**src/design/mrc_pkg.sv**
```systemverilog
// shared types and constants of the modbus rtu response checker
package mrc_pkg;

	// request codes on the input side
	typedef enum logic [1:0] {
		CMD_ARM     = 2'd0,
		CMD_BYTE    = 2'd1,
		CMD_TIMEOUT = 2'd2,
		CMD_READ    = 2'd3
	} cmd_t;

	// receive phase
	typedef enum logic [1:0] {
		PH_IDLE,
		PH_RECV,
		PH_DONE
	} phase_t;

	// what the back end has to do with a queued request
	typedef enum logic [1:0] {
		RK_STATUS,
		RK_CHECK,
		RK_DATA
	} req_kind_t;

	// status codes
	localparam logic [3:0] ST_OK          = 4'd0;
	localparam logic [3:0] ST_TIMEOUT     = 4'd1;
	localparam logic [3:0] ST_CRC         = 4'd2;
	localparam logic [3:0] ST_SLAVE       = 4'd3;
	localparam logic [3:0] ST_FUNC        = 4'd4;
	localparam logic [3:0] ST_LENGTH      = 4'd5;
	localparam logic [3:0] ST_EXC_0A      = 4'd12;
	localparam logic [3:0] ST_EXC_0B      = 4'd13;
	localparam logic [3:0] ST_EXC_UNKNOWN = 4'd14;
	localparam logic [3:0] ST_BAD_ADDR    = 4'd15;

	// result kinds
	localparam logic KIND_STATUS = 1'b0;
	localparam logic KIND_DATA   = 1'b1;

	// request queue between front and back
	localparam int unsigned Q_DEPTH = 4;
	localparam int unsigned Q_AW    = $clog2(Q_DEPTH);

	// one queued request, a snapshot of everything the back end needs
	typedef struct packed {
		req_kind_t  kind;
		logic [3:0] status;
		logic [8:0] flen;
		logic [7:0] hdr_slave;
		logic [7:0] hdr_func;
		logic [7:0] hdr_third;
		logic [7:0] exp_slave;
		logic [7:0] exp_func;
		logic [7:0] data;
	} req_t;

endpackage

```
**src/design/mrc_ram.sv**
```systemverilog
// generic single write port ram with registered read
module mrc_ram #(
	parameter int unsigned WIDTH = 8,
	parameter int unsigned DEPTH = 256
) (
	input  logic                     clk,
	input  logic                     wr_en,
	input  logic [$clog2(DEPTH)-1:0] wr_addr,
	input  logic [WIDTH-1:0]         wr_data,
	input  logic [$clog2(DEPTH)-1:0] rd_addr,
	output logic [WIDTH-1:0]         rd_data
);

	logic [WIDTH-1:0] mem_q [DEPTH];

	// write port
	always_ff @(posedge clk) begin
		if (wr_en) begin
			mem_q[wr_addr] <= wr_data;
		end
	end

	// registered read port
	always_ff @(posedge clk) begin
		rd_data <= mem_q[rd_addr];
	end

endmodule

```
**src/design/mrc_front.sv**
```systemverilog
// front end: request decode, receive phase, running crc, frame store
module mrc_front #(
	parameter int unsigned FRAME_BYTES = 256
) (
	input  logic               clk,
	input  logic               arst_n,
	input  logic               accept,
	input  logic [1:0]         cmd,
	input  logic [7:0]         arm_addr,
	input  logic [7:0]         arm_func,
	input  logic [7:0]         rx_byte,
	input  logic [7:0]         payload_index,
	output logic               req_valid,
	output mrc_pkg::req_t      req
);

	localparam int unsigned AW = $clog2(FRAME_BYTES);
	localparam int unsigned CW = $clog2(FRAME_BYTES + 1);

	localparam logic [7:0]  MAX_SLAVE   = 8'd247;
	localparam logic [15:0] CRC_INIT    = 16'hFFFF;
	localparam logic [15:0] CRC_POLY    = 16'hA001;
	localparam logic [8:0]  PAYLOAD_OFS = 9'd3;
	localparam logic [CW-1:0] MIN_FRAME = CW'(4);

	// one byte of modbus crc16, lsb first
	function automatic logic [15:0] crc_byte(input logic [15:0] crc, input logic [7:0] b);
		logic [15:0] c;
		c = crc ^ {8'h00, b};
		for (int k = 0; k < 8; k++) begin
			c = c[0] ? ((c >> 1) ^ CRC_POLY) : (c >> 1);
		end
		return c;
	endfunction

	mrc_pkg::phase_t phase_q, phase_d;
	logic [CW-1:0] count_q, count_d;
	logic [15:0]   crc_q, crc_d;
	logic [7:0]    exp_slave_q, exp_slave_d;
	logic [7:0]    exp_func_q, exp_func_d;
	logic [7:0]    hdr0_q, hdr1_q, hdr2_q;

	logic [15:0]   crc_new;
	logic [CW-1:0] count_inc;
	logic [8:0]    offset;
	logic          wr_en;
	logic          push_d;
	logic          rd_ok_d;
	mrc_pkg::req_t req_d;

	logic          req_valid_s1;
	logic          rd_ok_s1;
	mrc_pkg::req_t req_s1;
	logic [7:0]    rd_data;

	assign crc_new   = crc_byte(crc_q, rx_byte);
	assign count_inc = count_q + CW'(1);
	assign offset    = {1'b0, payload_index} + PAYLOAD_OFS;

	// next state and request classification
	always_comb begin
		phase_d     = phase_q;
		count_d     = count_q;
		crc_d       = crc_q;
		exp_slave_d = exp_slave_q;
		exp_func_d  = exp_func_q;
		wr_en       = 1'b0;
		push_d      = 1'b0;
		rd_ok_d     = 1'b0;
		req_d           = '0;
		req_d.kind      = mrc_pkg::RK_STATUS;
		req_d.hdr_slave = hdr0_q;
		req_d.hdr_func  = hdr1_q;
		req_d.hdr_third = hdr2_q;
		req_d.exp_slave = exp_slave_q;
		req_d.exp_func  = exp_func_q;
		if (accept) begin
			unique case (mrc_pkg::cmd_t'(cmd))
				mrc_pkg::CMD_ARM: begin
					if (arm_addr == 8'd0 || arm_addr > MAX_SLAVE) begin
						phase_d      = mrc_pkg::PH_IDLE;
						push_d       = 1'b1;
						req_d.status = mrc_pkg::ST_BAD_ADDR;
					end else begin
						phase_d     = mrc_pkg::PH_RECV;
						count_d     = '0;
						crc_d       = CRC_INIT;
						exp_slave_d = arm_addr;
						exp_func_d  = arm_func;
					end
				end
				mrc_pkg::CMD_BYTE: begin
					if (phase_q == mrc_pkg::PH_RECV && count_q < CW'(FRAME_BYTES)) begin
						wr_en   = 1'b1;
						count_d = count_inc;
						crc_d   = crc_new;
						if (count_inc >= MIN_FRAME && crc_new == 16'h0000) begin
							phase_d    = mrc_pkg::PH_DONE;
							push_d     = 1'b1;
							req_d.kind = mrc_pkg::RK_CHECK;
							req_d.flen = 9'(count_inc);
						end else if (count_inc == CW'(FRAME_BYTES)) begin
							phase_d      = mrc_pkg::PH_DONE;
							push_d       = 1'b1;
							req_d.status = mrc_pkg::ST_CRC;
							req_d.flen   = 9'(count_inc);
						end
					end
				end
				mrc_pkg::CMD_TIMEOUT: begin
					if (phase_q == mrc_pkg::PH_RECV) begin
						phase_d      = mrc_pkg::PH_DONE;
						push_d       = 1'b1;
						req_d.status = (count_q == '0) ? mrc_pkg::ST_TIMEOUT : mrc_pkg::ST_CRC;
						req_d.flen   = 9'(count_q);
					end
				end
				mrc_pkg::CMD_READ: begin
					push_d     = 1'b1;
					req_d.kind = mrc_pkg::RK_DATA;
					rd_ok_d    = offset < 9'(count_q);
				end
				default: begin
				end
			endcase
		end
	end

	// phase register
	always_ff @(posedge clk or negedge arst_n) begin
		if (!arst_n) begin
			phase_q <= mrc_pkg::PH_IDLE;
		end else begin
			phase_q <= phase_d;
		end
	end

	// frame counters and expected values
	always_ff @(posedge clk or negedge arst_n) begin
		if (!arst_n) begin
			count_q     <= '0;
			crc_q       <= CRC_INIT;
			exp_slave_q <= '0;
			exp_func_q  <= '0;
		end else begin
			count_q     <= count_d;
			crc_q       <= crc_d;
			exp_slave_q <= exp_slave_d;
			exp_func_q  <= exp_func_d;
		end
	end

	// header bytes kept beside the store for the checker
	always_ff @(posedge clk) begin
		if (wr_en && count_q == CW'(0)) begin
			hdr0_q <= rx_byte;
		end
		if (wr_en && count_q == CW'(1)) begin
			hdr1_q <= rx_byte;
		end
		if (wr_en && count_q == CW'(2)) begin
			hdr2_q <= rx_byte;
		end
	end

	// frame store
	mrc_ram #(
		.WIDTH (8),
		.DEPTH (FRAME_BYTES)
	) u_store (
		.clk     (clk),
		.wr_en   (wr_en),
		.wr_addr (count_q[AW-1:0]),
		.wr_data (rx_byte),
		.rd_addr (offset[AW-1:0]),
		.rd_data (rd_data)
	);

	// stage 1: wait for the store read
	always_ff @(posedge clk or negedge arst_n) begin
		if (!arst_n) begin
			req_valid_s1 <= 1'b0;
		end else begin
			req_valid_s1 <= push_d;
		end
	end

	always_ff @(posedge clk) begin
		req_s1   <= req_d;
		rd_ok_s1 <= rd_ok_d;
	end

	// request to the queue, read data merged in
	always_comb begin
		req      = req_s1;
		req.data = rd_ok_s1 ? rd_data : 8'h00;
	end
	assign req_valid = req_valid_s1;

	// count never runs past the frame size
	a_count_bound: assert property (@(posedge clk) disable iff (!arst_n)
		count_q <= CW'(FRAME_BYTES))
		else $error("frame count past frame size");

	// an accepted byte in receive advances the count by one
	a_count_step: assert property (@(posedge clk) disable iff (!arst_n)
		wr_en |=> count_q == $past(count_inc))
		else $error("byte not counted");

	// a frame check is only requested after at least four bytes
	a_check_len: assert property (@(posedge clk) disable iff (!arst_n)
		req_valid_s1 && req_s1.kind == mrc_pkg::RK_CHECK |-> req_s1.flen >= 9'd4)
		else $error("frame check on short frame");

endmodule

```
**config.mk**
```make
export PLATFORM = sky130hd
export DESIGN_NAME = mrc_front
export DESIGN_NICKNAME = d
export VERILOG_FILES = /design/src/design/mrc_pkg.sv /design/src/design/mrc_ram.sv /design/src/design/mrc_front.sv
export SDC_FILE = /design/constraint.sdc
export NUM_CORES = 2
export LEC_CHECK = 0
export ABC_AREA = 1
export BUFFER_PORTS_ARGS = -buffer_cell sky130_fd_sc_hd__buf_2
export CAP_MARGIN = 20
export CORE_MARGIN = 1
export CORE_UTILIZATION = 40
export CTS_CLUSTER_DIAMETER = 200
export DETAILED_ROUTE_END_ITERATION = 8
export PLACE_DENSITY = 0.56
export SETUP_SLACK_MARGIN = 0.02
export SLEW_MARGIN = 40
export SYNTH_ARGS = -nofsm -noshare
export SYNTH_HDL_FRONTEND = slang
export SYNTH_SLANG_ARGS = --single-unit
```
**constraint.sdc**
```tcl
create_clock -name clk -period 4.15 [get_ports clk]
set_input_delay 0.2075 -clock clk [delete_from_list [all_inputs] [get_ports clk]]
set_output_delay 0.2075 -clock clk [all_outputs]
set_load 0.005 [all_outputs]
```
* Word level (Yosys, flattened, before mapping) *
Memory sizes are Yosys's and may differ from the RTL's. A register that Yosys moved wholly into a read port is not among the register bits.
Index checks and enable logic that the tools add are counted.

word-level totals
  output and inout port bits = 64
  bits in writable memories = 2048
  memories = 1
  logic and storage cells = 106
  bits of input ports = 37
  register bits after elaboration = 124

memories
  name           words  width  rd ports  clocked after Yosys merged registers in  wr ports  line           RTL
  u_store.mem_q  256    8      1         1                                        1         mrc_ram.sv:14  logic [WIDTH-1:0] mem_q [DEPTH];

operators by class
  equality and inequality tests = 11
  reduce and logical (&&, ||, !) cells = 16
  mux-type cells = 44
  $lt $le $gt $ge = 4
  add/subtract/negate cells = 2
  bitwise logic cells = 10

operators by type and width
  kind                                                                    count
  16-bit 2-to-1 mux                                                       10
  9-bit case mux with 2 select lines                                      2
  16-bit case mux with 2 select lines                                     1
  9-bit 2-to-1 mux                                                        3
  2-bit inverter with 3-bit output                                        8
  11-bit 2-to-1 mux                                                       2
  16-bit logical NOT                                                      1
  16-bit by 8-bit XOR with 16-bit output                                  1
  14-bit 2-to-1 mux                                                       1
  1-bit 2-to-1 mux                                                        13
  2-bit 2-to-1 mux                                                        6
  4-bit case mux with 3 select lines                                      1
  8-bit by 2-bit adder with 9-bit output (second input constant)          1
  9-bit by 1-bit adder with 9-bit output (second input constant)          1
  9-bit by 1-bit == test with 1-bit output (second input constant)        1
  9-bit by 2-bit == test with 1-bit output (second input constant)        1
  9-bit == test (second input constant)                                   1
  9-bit by 3-bit >= comparator with 1-bit output (second input constant)  1
  9-bit logical NOT                                                       1
  9-bit less-than comparator                                              1
  9-bit less-than comparator (second input constant)                      1
  8-bit > comparator (second input constant)                              1
  8-bit logical NOT                                                       1
  8-bit 2-to-1 mux                                                        1
  18 further kinds                                                        26

* Depth between registers and ports, before layout *
  depth in word-level cells = 23
  depth in mapped cells = 20
  mapped depth without buffers = 19

* Hierarchy *
From an unflattened synthesis, not the netlist that was laid out.

second synthesis, totals
  cell total of the unflattened synthesis = 7523
  area, all modules = 88491.1 µm²

by module, submodules not included
  module     area each (µm²)  times used  cells each
  mrc_ram    83396.2          1           7003
  mrc_front  5094.9           1           520

* Worst setup path before layout *
OpenSTA, ideal clock, no wires.

  path kind = in2reg
  start point = input payload_index[0]
  end point = register rd_ok_s1
  stages on the path = 17
  slack = 1.464 ns
  data arrival time = 2.571 ns
  setup time = 0.115 ns
  data required time = 4.035 ns
  cell sequence = buf_6 -> inv_4 -> buf_6 -> buf_6 -> buf_2 -> ha_1 -> inv_1 -> nand2_1 -> inv_2 -> nand3_1 -> xor2_2 -> inv_2 -> buf_2 -> ha_1 -> a21oi_1 -> o21ai_0 -> a2111oi_0

on the way
  cells in the longest elaborated chain, start to end = 2

ends and longest elaborated chain
  what                                    line              RTL
  start: declaration                      mrc_front.sv:12   input logic [7:0] payload_index,
  8-bit by 2-bit adder with 9-bit output  mrc_front.sv:58   assign offset = {1'b0, payload_index} + PAYLOAD_OFS;
  9-bit less-than comparator              mrc_front.sv:121  rd_ok_d = offset < 9'(count_q);
  end signal: assignment                  mrc_front.sv:190  rd_ok_s1 <= rd_ok_d;
  end: declaration                        mrc_front.sv:52   logic rd_ok_s1;

Every way passes these cells.
A chain may end at the register's enable or synchronous reset.

* Worst setup path after layout *
  start point = register crc_q[2]
  end point = register req_valid_s1, in the netlist req_valid

on the way
  cells in the longest elaborated chain, start to end = 17
  elaborated cells between the ends (all ways) = 20
  those cells by class = mux: 12; bitwise: 6; reduce/logical: 2

ends and longest elaborated chain
  what                                                                                    line              RTL
  start: declaration                                                                      mrc_front.sv:38   logic [15:0] crc_q, crc_d;
  start signal: assignment                                                                mrc_front.sv:147  crc_q <= crc_d;
  16-bit by 8-bit XOR with 16-bit output *                                                mrc_front.sv:29   c = crc ^ {8'h00, b};
  16-bit 2-to-1 mux *                                                                     mrc_front.sv:31   c = c[0] ? ((c >> 1) ^ CRC_POLY) : (c >> 1);
  2-bit inverter with 3-bit output (no line)                                              --
  16-bit 2-to-1 mux * (6 in series)                                                       mrc_front.sv:31
  2-bit inverter with 3-bit output (no line) / 16-bit 2-to-1 mux (equally long branches)  --
  16-bit 2-to-1 mux *                                                                     mrc_front.sv:31
  16-bit logical NOT *                                                                    mrc_front.sv:97   if (count_inc >= MIN_FRAME && crc_new == 16'h0000) begin
  1-bit logical AND *                                                                     mrc_front.sv:97
  1-bit 2-to-1 mux *                                                                      mrc_front.sv:97
  1-bit 2-to-1 mux *                                                                      mrc_front.sv:93   if (phase_q == mrc_pkg::PH_RECV && count_q < CW'(FRAME_BYTES)) begin
  1-bit case mux with 4 select lines *                                                    mrc_front.sv:78   unique case (mrc_pkg::cmd_t'(cmd))
  1-bit 2-to-1 mux *                                                                      mrc_front.sv:77   if (accept) begin
  net push_d                                                                              mrc_front.sv:47   logic push_d;
  end signal: assignment                                                                  mrc_front.sv:184  req_valid_s1 <= push_d;
  end: declaration                                                                        mrc_front.sv:51   logic req_valid_s1;

The timed path passes the listed nets; every way through them passes the cells marked *.

==> summary.md <==
| Metric | Value |
|---|---|
| Outcome | `completed` |
| # setup viols final | `0` |
| Top FF cell, synth | `edfxtp_1` |
| Peak VDD IR | `0.4800 mV` |
| Setup crit start kind | `flop` |
| Global-route wire length before repair | `373700 um` |
| Most frequent cell after synthesis | `nand2_1` |
| Final WL | `253900 um` |
| Fin crit share | `86.53%` |
| Critical path endpoint category | `flop` |
| Root Buffer | `clkbuf_16` |
| Area Growth Syn to Fin | `12.45%` |
| Final instance area | `0.09926 mm2` |
| Final Hold Fails | `0` |
| Final worst path period need | `3591 ps` |
| CTS resizes | `0` |
| Row count | `172` |
| DP HPWL | `147800 um` |
| RSZ-0062 raised after global routing | `no` |
| List of most frequent post-synthesis cells | `nand2_1 (2230), edfxtp_1 (2072), nand3_1 (2035)` |
| H-tree depth | `4` |
| YS warnings | `0` |
| Crit Path Class | `flop to flop` |
| Largest family of logic cells by synthesized area | `simple AND/OR/NAND/NOR gates` |
| Mux contribution to synthesized area | `0.2041%` |
| Yosys top cell area share | `70.49%` |
| Worst EP required | `4970 ps` |
| Post-CTS setup buffers | `0` |
| Util after Layout | `45.22%` |
| Iter 0 DRT Violations | `6567` |
| Seq cells post-synth | `2179` |
| Core Area | `0.2195 mm2` |
| Drc violations | `0` |
| Via count | `57610` |
| Leak | `34.63 nW` |
| Final setup margin | `559.1 ps` |
| EDFF count, synth | `2072` |
| XOR/XNOR Fraction of Synth Area | `0.2225%` |
| Hold Path Class | `primary input to flop` |
| First-pass DRT Iterations | `7` |
| Syn_nets | `7514` |
| Die area | `0.2226 mm2` |
| Register area | `0.06460 mm2` |
| Post-DRT Antenna Nets | `0` |
| Worst skew pair latency | `880 ps` |
| Synth Area in Compound Gates | `0.3260%` |
| Vias in the first global route | `55910` |
| Nets | `7537` |
| Total negative setup slack | `0 ps` |
| Adder-cell share of the synthesized area | `0.2693%` |
| Register area share after synthesis | `73.19%` |
| Mapped Cells | `7458` |
| Global Route Usage Sum | `22.52%` |
| DP Worst Slack | `712.8 ps` |
| Slew Viols, Final | `0` |
| Clk sinks | `2179` |
| Die Span Y | `471.8 um` |
| Cell variety after synth | `45` |
| Fillers | `19940` |
| Initial antenna violation count | `9` |
| Largest net degree at the start of global routing | `172` |
| PortBufs | `100` |
| Ranking of synthesized cells by area | `edfxtp_1 (70%), nand3_1 (12%), nand2_1 (9.5%), buf_2 (2.1%), dfxtp_1 (1.4%)` |
| Area after DPL | `0.09186 mm2` |
| FFs w/ async S/R, synth | `2.019%` |
| Slew HR | `38.36%` |
| Crit Path Max Fanout | `9` |
| Die width | `471.8 um` |
| Slew at the pin with the worst max-slew slack | `924.6 ps` |
| Worst EP arrival | `4420 ps` |
| CTS buffer count | `214` |
| Max_cap viols | `0` |
| Clk_skew | `43.21 ps` |
| Netlist Area Pre-Place | `0.08827 mm2` |
| GPL Wtd Cong | `0.8660` |
| Reg clk slew, reported paths | `70 ps` |
| Share of post-route cells with drive strength above 1 | `9.121%` |
| Number of I/O pins | `101` |
| Power per cell area | `478.4 mW/mm2` |
| Starting Density | `40.21%` |
| Vias per inst | `5.468` |
| Clock Tree Buf Depth | `3` |
| Area leader, netlist | `edfxtp_1` |
| GRT overflow | `0` |
| Fmax | `278.5 MHz` |
| Multi-input combinational cell area | `0.02115 mm2` |
| Post-synthesis simple-gate area fraction | `22.69%` |
| CTS tree | `yes` |
| Syn avg cell area | `11.84 um2` |
| Wirelength per Cell | `24.10 um` |
==> worst paths after layout <==
check,from,end,slack [ps],cells after the start
worst max-delay path,crc_q[2],req_valid,560,16
worst min-delay path,payload_index[6],u_store.rd_data[4],80,5
worst max register to register,crc_q[2],req_valid,560,16
worst min register to register,hdr2_q[5],req[29],340,0
max in group asynchronous,arst_n,count_q[4],3210,4
min in group asynchronous,arst_n,exp_func_q[2],510,4
==> layer usage <==
layer  routed length, um  track usage, %
met5                  14               0
met2              117600           35.58
met4                9705           8.453
met1              107800           31.32
met3               18800           3.547
==> power breakdown <==
part	switching, mW	leakage, nW	total, mW	internal, mW
logic	3.09	11.6	4.15	1.06
registers	0.0656	19.7	24.3	24.2
clock network	8.54	3.33	19.1	10.5
total	11.7	34.6	47.5	35.8
==> through the flow <==
step,power [mW],instances,hold slack [ps]
finish,47.49,10540,79.71
global route,48.87,10540,52.98
CTS,47.73,10530,4.934
detailed placement,28.81,10100,326.9
global placement,28.79,10090,327.7
floorplan,26.96,7458,-88.09
==> cells by family (layout without fill, tap and decap cells) <==
| logic type | count (synthesis) | after routing |
|---|---|---|
| simple gates | 4609 | 4609 |
| flops | 2179 | 2179 |
| buf+inv | 566 | 772 |
| compound gates | 50 | 50 |
| fa+ha+maj | 19 | 19 |
| xor+xnor | 19 | 19 |
| mux | 16 | 16 |
| other cells | 0 | 1 |
==> area by class of cell <==
cell class              count  area share [%]
flip-flops and latches   2179           65.08
multi-input cells        4713           21.31
clock buffers             281           5.781
well taps                2871           3.619
repair buffers            295           2.734
clock inverters           118           1.138
inverters                  78          0.3353
diodes                      1        0.002521
==> registers in the layout (all words and copies together) (netlist names), 2 cells and up <==
register and cells:
phase_q 2, exp_slave_q 8, hdr0_q 8, hdr2_q 8, hdr1_q 8, u_store.rd_data 8
req 54, exp_func_q 8, u_store.mem_q 2048, crc_q 16, count_q 9
==> placed cells by master, fill, tap and decap left out, types with 37 or more instances in the layout <==
cell / netlist / layout
buf_2: 370 / 91
buf_4: 31 / 111
clkbuf_1: 73 / 55
clkbuf_16: 0 / 215
clkinv_1: 2 / 41
dfxtp_1: 63 / 63
edfxtp_1: 2072 / 2072
inv_1: 62 / 62
nand2_1: 2230 / 2218
nand3_1: 2035 / 2028
nor2_1: 302 / 273
nor2_2: 9 / 37
==> critical path: stages (launching register included) <==
cell and delay [ps]:
dfstp_2 560, xor2_1 240, nand2_1 80, nand2_1 130, xnor2_1 150, xor2_1 230, ha_1 300, xnor2_1 240
nand3_1 90, nor2_1 110, nand2_1 60, nor2_1 220, nand3_4 160, nand2_4 180, nand2_2 80, a21oi_1 140
dlygate4sd3_1 570
==> timing repair <==
item / 4_1_cts / 5_1_grt
setup endpoints to repair: 0 / 0
hold buffers: 35 / 0
endpoints found under the hold margin: 263 / 0
(Power assumes the default switching activity.)
